[src/rtl/core/lrc_pkg.sv]
// Shared types, constants and table helpers for the Lanczos rate converter.
package lrc_pkg;

  localparam longint unsigned Q30_ONE = 64'd1 << 30;
  localparam longint unsigned PI_Q30  = 64'd3373259426;

  localparam int STEP_W     = 21;
  localparam int GAIN_W     = 17;
  localparam int KS_W       = 23;
  localparam int HW_W       = 7;
  localparam int CFG_IDX_W  = 3;
  localparam int CFG_DATA_W = 23;
  localparam int DIST_W     = 26;
  localparam int KI_W       = DIST_W + KS_W;
  localparam int ACC_W      = 47;
  localparam int GAIN_ONE   = 65536;

  typedef enum logic [CFG_IDX_W-1:0] {
    CFG_STEP   = 3'd0,
    CFG_GAIN   = 3'd1,
    CFG_KSCALE = 3'd2,
    CFG_HWIN   = 3'd3
  } cfg_idx_t;

  typedef struct packed {
    logic              valid;
    logic [DIST_W-1:0] absd;
  } tap_t;

  typedef struct packed {
    logic valid;
    logic busy;
  } mac_stat_t;

  // sin(pi*t), t unsigned Q30, result signed Q30
  function automatic longint sin_pi(input longint unsigned t);
    longint unsigned whole;
    longint unsigned f;
    longint unsigned u;
    longint unsigned u2;
    longint unsigned r;
    longint s;
    whole = t >> 30;
    f = t & (Q30_ONE - 64'd1);
    if (f > (Q30_ONE >> 1)) f = Q30_ONE - f;
    u  = (f * PI_Q30) >> 30;
    u2 = (u * u) >> 30;
    r  = Q30_ONE;
    r  = Q30_ONE - ((u2 * r) >> 30) / 110;
    r  = Q30_ONE - ((u2 * r) >> 30) / 72;
    r  = Q30_ONE - ((u2 * r) >> 30) / 42;
    r  = Q30_ONE - ((u2 * r) >> 30) / 20;
    r  = Q30_ONE - ((u2 * r) >> 30) / 6;
    s  = longint'((u * r) >> 30);
    return whole[0] ? -s : s;
  endfunction

endpackage

[src/rtl/core/lrc_weight_mac.sv]
// Tap pipeline: kernel index multiply, table interpolation and sample product.
module lrc_weight_mac #(
  parameter int QUALITY        = 3,
  parameter int STEPS_PER_LOBE = 64,
  parameter int SAMPLE_BITS    = 16
) (
  input  logic                                clk,
  input  logic                                rst_n,
  input  lrc_pkg::tap_t                       tap_i,
  input  logic signed [SAMPLE_BITS-1:0]       smp_i,
  input  logic [lrc_pkg::KS_W-1:0]            kscale_i,
  output lrc_pkg::mac_stat_t                  stat_o,
  output logic signed [SAMPLE_BITS+25:0]      prod_o
);
  import lrc_pkg::*;

  localparam int TABLE_LAST = QUALITY * STEPS_PER_LOBE;
  localparam int TW         = $clog2(TABLE_LAST + 1);
  localparam int IDX_W      = KI_W - 32;

  function automatic longint unsigned udiv(input longint unsigned n,
                                           input longint unsigned d);
    longint unsigned q;
    longint unsigned rem;
    q = 0;
    rem = 0;
    for (int b = 63; b >= 0; b--) begin
      rem = (rem << 1) | ((n >> b) & 64'd1);
      q = q << 1;
      if (rem >= d) begin
        rem = rem - d;
        q = q | 64'd1;
      end
    end
    return q;
  endfunction

  function automatic logic signed [15:0] weight_entry(input longint unsigned i);
    longint unsigned pi2;
    longint s1;
    longint s2;
    longint p;
    logic neg;
    longint unsigned m;
    longint unsigned num;
    longint unsigned den;
    longint unsigned w;
    pi2 = (PI_Q30 * PI_Q30) >> 30;
    if (i == 0) return 16'sd16384;
    s1  = sin_pi((i << 30) / STEPS_PER_LOBE);
    s2  = sin_pi((i << 30) / TABLE_LAST);
    p   = s1 * s2;
    neg = p < 0;
    m   = longint'(neg ? -p : p) >> 30;
    num = m * QUALITY * STEPS_PER_LOBE * STEPS_PER_LOBE;
    den = (pi2 * i * i) >> 14;
    w   = udiv(num + (den >> 1), den);
    if (w > 32767) w = 32767;
    return neg ? -16'(w) : 16'(w);
  endfunction

  logic signed [15:0] wtab [TABLE_LAST+1];

  for (genvar gi = 0; gi <= TABLE_LAST; gi++) begin : g_tab
    localparam logic signed [15:0] ENTRY = weight_entry(longint'(gi));
    assign wtab[gi] = ENTRY;
  end

  logic                          v1_r, v2_r, v3_r, v4_r, v5_r;
  logic [DIST_W-1:0]             absd1_r;
  logic [KI_W-1:0]               ki2_r;
  logic signed [SAMPLE_BITS-1:0] smp2_r, smp3_r, smp4_r;
  logic signed [15:0]            e0_3_r;
  logic signed [16:0]            diff3_r;
  logic [15:0]                   fr3_r;
  logic signed [33:0]            w30_4_r;
  logic signed [SAMPLE_BITS+25:0] prod5_r;

  logic [IDX_W-1:0]   idx;
  logic [IDX_W:0]     idx1;
  logic signed [15:0] e0, e1;
  logic signed [33:0] ip;
  logic signed [33:0] w30;
  logic signed [33:0] w22w;
  logic signed [25:0] w22;

  assign idx  = ki2_r[KI_W-1:32];
  assign idx1 = {1'b0, idx} + (IDX_W+1)'(1);
  assign e0   = (idx <= IDX_W'(TABLE_LAST)) ? wtab[idx[TW-1:0]] : 16'sd0;
  assign e1   = (idx1 <= (IDX_W+1)'(TABLE_LAST)) ? wtab[idx1[TW-1:0]] : 16'sd0;
  assign ip   = diff3_r * $signed({1'b0, fr3_r});
  assign w30  = (34'(e0_3_r) <<< 16) + ip;
  assign w22w = (w30_4_r + 34'sd128) >>> 8;
  assign w22  = w22w[25:0];

  always_ff @(posedge clk) begin
    if (!rst_n) begin
      v1_r <= 1'b0;
      v2_r <= 1'b0;
      v3_r <= 1'b0;
      v4_r <= 1'b0;
      v5_r <= 1'b0;
    end else begin
      v1_r <= tap_i.valid;
      v2_r <= v1_r;
      v3_r <= v2_r;
      v4_r <= v3_r;
      v5_r <= v4_r;
    end
    absd1_r <= tap_i.absd;
    ki2_r   <= KI_W'(absd1_r) * KI_W'(kscale_i);
    smp2_r  <= smp_i;
    e0_3_r  <= e0;
    diff3_r <= 17'(e1) - 17'(e0);
    fr3_r   <= ki2_r[31:16];
    smp3_r  <= smp2_r;
    w30_4_r <= w30;
    smp4_r  <= smp3_r;
    prod5_r <= smp4_r * w22;
  end

  assign stat_o.valid = v5_r;
  assign stat_o.busy  = v1_r | v2_r | v3_r | v4_r | v5_r;
  assign prod_o       = prod5_r;

endmodule

[config.mk]
export PLATFORM = sky130hd
export DESIGN_NAME = lrc_weight_mac
export DESIGN_NICKNAME = d
export VERILOG_FILES = /design/src/rtl/core/lrc_pkg.sv /design/src/rtl/core/lrc_weight_mac.sv
export SDC_FILE = /design/constraint.sdc
export NUM_CORES = 2
export LEC_CHECK = 0
export BUFFER_PORTS_ARGS = -buffer_cell sky130_fd_sc_hd__buf_2
export CORE_MARGIN = 5
export CORE_UTILIZATION = 50
export DETAILED_ROUTE_END_ITERATION = 7
export PLACE_DENSITY_LB_ADDON = 0.15
export SLEW_MARGIN = 20
export SYNTH_ARGS = -nofsm -noshare
export SYNTH_HDL_FRONTEND = slang
export SYNTH_SLANG_ARGS = --single-unit
[constraint.sdc]
create_clock -name clk -period 25.2 [get_ports clk]
set_input_delay 5.04 -clock clk [delete_from_list [all_inputs] [get_ports clk]]
set_output_delay 5.04 -clock clk [all_outputs]
set_load 0.01 [all_outputs]
==> flow_metrics.tcl <==
set metrics [dict create \
    cts_repair_resize_count 0 \
    wl_mm 158 \
    setup_tns_ns 0 \
    grt_max_degree 84 \
    crit_fanout 26 \
    r2r_slack_ns 16.36 \
    synth_area_um2 56300 \
    io-pin-count 112 \
    clk_path_buf_depth 3 \
    grtUsageMet3_pct 4.33 \
    min_period_ns 11.33 \
    clk_pin_slew_ns 0.06 \
    finalSetupViolations 0 \
    synth_edf_count 0 \
    final_nets 8100 \
    hold-path-endpoint "smp4_r[11]" \
    hpwl_mm 119 \
    clockRootBuffer "clkbuf_16" \
    drc 0 \
    ant_nets 0 \
    clock_latency_ns 0.64 \
    hold_path_class "flop to flop" \
    seqCellArea_um2 4610 \
    crit_type "input pin to flop" \
    gr-usage-met2_pct 44.9 \
    firstDrtPassIters 6 \
    max_slew_margin_pct 19.9 \
    critPathCaptureType "flop" \
    num_vias 43760 \
    worst_pin_slew_ns 1.20 \
    drt-vias-per-instance 5.52 \
    grt_overflow 0 \
    post_cts_buffers 0 \
    async_flop_share_pct 0 \
    drtIter0Drc 3657 \
    regToRegStartpoint "w30_4_r[7]" \
    rsz0062_at_grt "no" \
    r2r-end "prod_o[41]" \
    drive_gt1_share_pct 5.18 \
    yosysUniqueCellTypes 85 \
    avgSynthCellArea_um2 8.64 \
    grt_antenna_before_repair 2 \
    start_util_pct 50.1 \
    core_area_um2 112000 \
    yosysSeqAreaShare_pct 8.18 \
    crit_required_ns 25.77 \
    maxCapViolCount 0 \
    wire_per_inst_um 19.9 \
    ys_seq_elements 230 \
    hold_viol_final 0 \
    crit_path_frequent_cell "fa_1" \
    synthToLayoutAreaGrowth_pct 5.58 \
    htreeDepth 1 \
    status "complete, no violations" \
    clkSinkCount 230 \
    track_usage_pct 26.8 \
    hold_start "smp3_r[11]" \
    startpoint_type "input pin" \
    finalClockSkew_ns 0.0186 \
    fp.dieW_um 345 \
    synth_warnings 0 \
    hold_depth 0 \
    rows 123 \
    die-area_um2 119000 \
    fp.dieH_um 345 \
    cts_tree "built" \
    dp_cells 7873 \
    fin_crit_sh_pct 45.0 \
    r2r_cells 30 \
    slew_viol_final 0 \
    grt_pass1_vias 46286 \
    worstPathArrival_ns 11.90 \
    critical-path-slowest-cell "fa_1" \
    layout.cells.non_filler 7934 \
    synth_nets 8208 \
    grtUsageMet1_pct 36.2 \
    portBuffers 111 \
    max_freq_mhz 88.2 \
    cp_cell_sequence "buf_2, nand2_1, fa_1, fa_1, inv_1, fa_1, inv_1, fa_1, fa_1, inv_1, fa_1, fa_1, ha_1, and3_1, nand4_1, o21ai_0, o211a_2, a31oi_1, o31ai_2, a211oi_1, a311oi_1, xor2_1" \
    cts_hold_buf 0 \
    slowest_delay_ns 0.55 \
    globalplace.congestion 0.980 \
    synthCells 6514 \
    whs_ns 0.326 \
    busiest_layer "met2" \
    grt_pass1_wl_mm 257 \
    cts_buffers 31 \
    synth_flop_cell "dfxtp_1" \
    nFillCells 10597 \
    multi_input_area_um2 45200 \
]
==> cells by family (layout without fill, tap and decap cells) <==
family                     after synthesis  after routing  synth area share [%]
buffers and inverters                 1764           1681                  11.8
and+or+nand+nor                       1958           1958                  16.1
AOI/OAI and AO/OA                      762            762                  8.78
muxes                                   12             12                 0.285
xor gates and xnor gates               162            162                  2.55
DFF                                    230            230                  8.18
adders and majority gates             1626           1626                  52.3
other                                    0              3                     0
==> registers in the layout, summed over array words and instances (netlist names), 16 cells and up <==
name	cells
smp4_r	16
absd1_r	26
diff3_r	17
ki2_r	33
fr3_r	16
e0_3_r	16
smp3_r	16
w30_4_r	27
smp2_r	16
prod_o	42
==> critical path: cells and delay by family <==
| family | cells | cell delay, ns |
|---|---|---|
| AOI/OAI and AO/OA | 6 | 1.69 |
| buffers and inverters | 4 | 0.64 |
| adders and majority gates | 8 | 3.83 |
| and+or+nand+nor | 3 | 0.50 |
| xor gates and xnor gates | 1 | 0.16 |
==> final cells by class <==
| type | count | area share, % |
|---|---|---|
| antenna | 3 | 0.0126 |
| clock buffer | 34 | 1.34 |
| clock inverter | 24 | 0.495 |
| inverter | 1414 | 8.94 |
| multi-input combinational | 4520 | 76.1 |
| sequential | 230 | 7.76 |
| tap | 1500 | 3.16 |
| timing repair buffer | 209 | 2.17 |
==> cells in the final DEF, fill, tap and decap left out, types with 10 or more instances in the layout <==
master,netlist,layout
inv_1,1407,1407
fa_1,1209,1209
nand2_1,982,982
and2_1,494,494
ha_1,417,416
nor2_1,237,237
dfxtp_1,230,227
a21oi_1,221,221
o21ai_0,155,155
buf_2,15,111
xnor2_1,116,105
buf_4,1,98
nand3_1,80,80
nor3_1,62,62
a211oi_1,44,44
a21o_1,44,44
o211ai_1,39,39
a31oi_1,38,38
xor2_1,44,33
clkbuf_16,0,31
o311ai_0,24,24
a311oi_1,22,22
and3_1,21,21
nand2b_1,21,21
o21ai_1,17,17
nor2b_1,16,16
a221oi_1,15,15
o22ai_1,15,15
o21bai_1,15,15
xor2_2,0,11
nand4_1,11,11
o21a_1,11,11
o31ai_1,11,11
xnor2_2,2,10
==> synth_stat cells (all sizes together), types with 9 or more instances <==
cell    number  share of area, %
nand2b      21              0.23
o21a        11              0.15
o21bai      15              0.20
xnor2      118               1.9
o22ai       15              0.17
nor3        62              0.55
dfxtp      230               8.2
xor2        44              0.69
nor2b       16              0.18
nand2      982               6.6
inv       1414               9.4
clkbuf     304               2.0
ha         417               9.3
nor2       238               1.6
a311oi      22              0.34
buf         46              0.35
a211oi      44              0.59
nand4       11              0.12
a221oi      16              0.26
a21o        44              0.59
a31oi       38              0.42
a21oi      223               2.0
and2       494               5.5
o21ai      173               1.5
o211ai      39              0.52
nand3       80              0.71
and3        21              0.23
fa        1209                43
o311ai      25              0.39
o221ai       9              0.14
o31ai       12              0.17
==> worst max path at each step <==
stage                      startpoint  cells after the start  slack [ns]         to
after floorplan           kscale_i[2]                     26       13.72  ki2_r[48]
after global placement    kscale_i[3]                     24       13.35  ki2_r[48]
after detailed placement  kscale_i[2]                     24       13.28  ki2_r[48]
after CTS                 kscale_i[2]                     22       13.94  ki2_r[43]
after global routing      kscale_i[8]                     22       13.44  ki2_r[43]
final                     kscale_i[2]                     22       13.87  ki2_r[43]
==> metrics by stage <==
stage          cell area [um2]  setup WS [ns]  utilization (%)
2_1_floorplan            56300          13.72                -
3_3_place_gp             58300          13.35             51.9
3_5_place_dp             58300          13.28             51.9
4_1_cts                  59400          13.94             52.9
5_1_grt                  59400          13.44             52.9
6_report                 59400          13.87             52.9
==> routing by layer <==
metal,wire length [um],vias to the layer above
li1,-,19520
met1,65300,22223
met2,75500,1708
met3,11700,309
met4,5510,0
met5,0,-
Power is left out: the tool's default activity adds up to more than one toggle a clock period on the data nets, which glitch-free logic cannot reach.
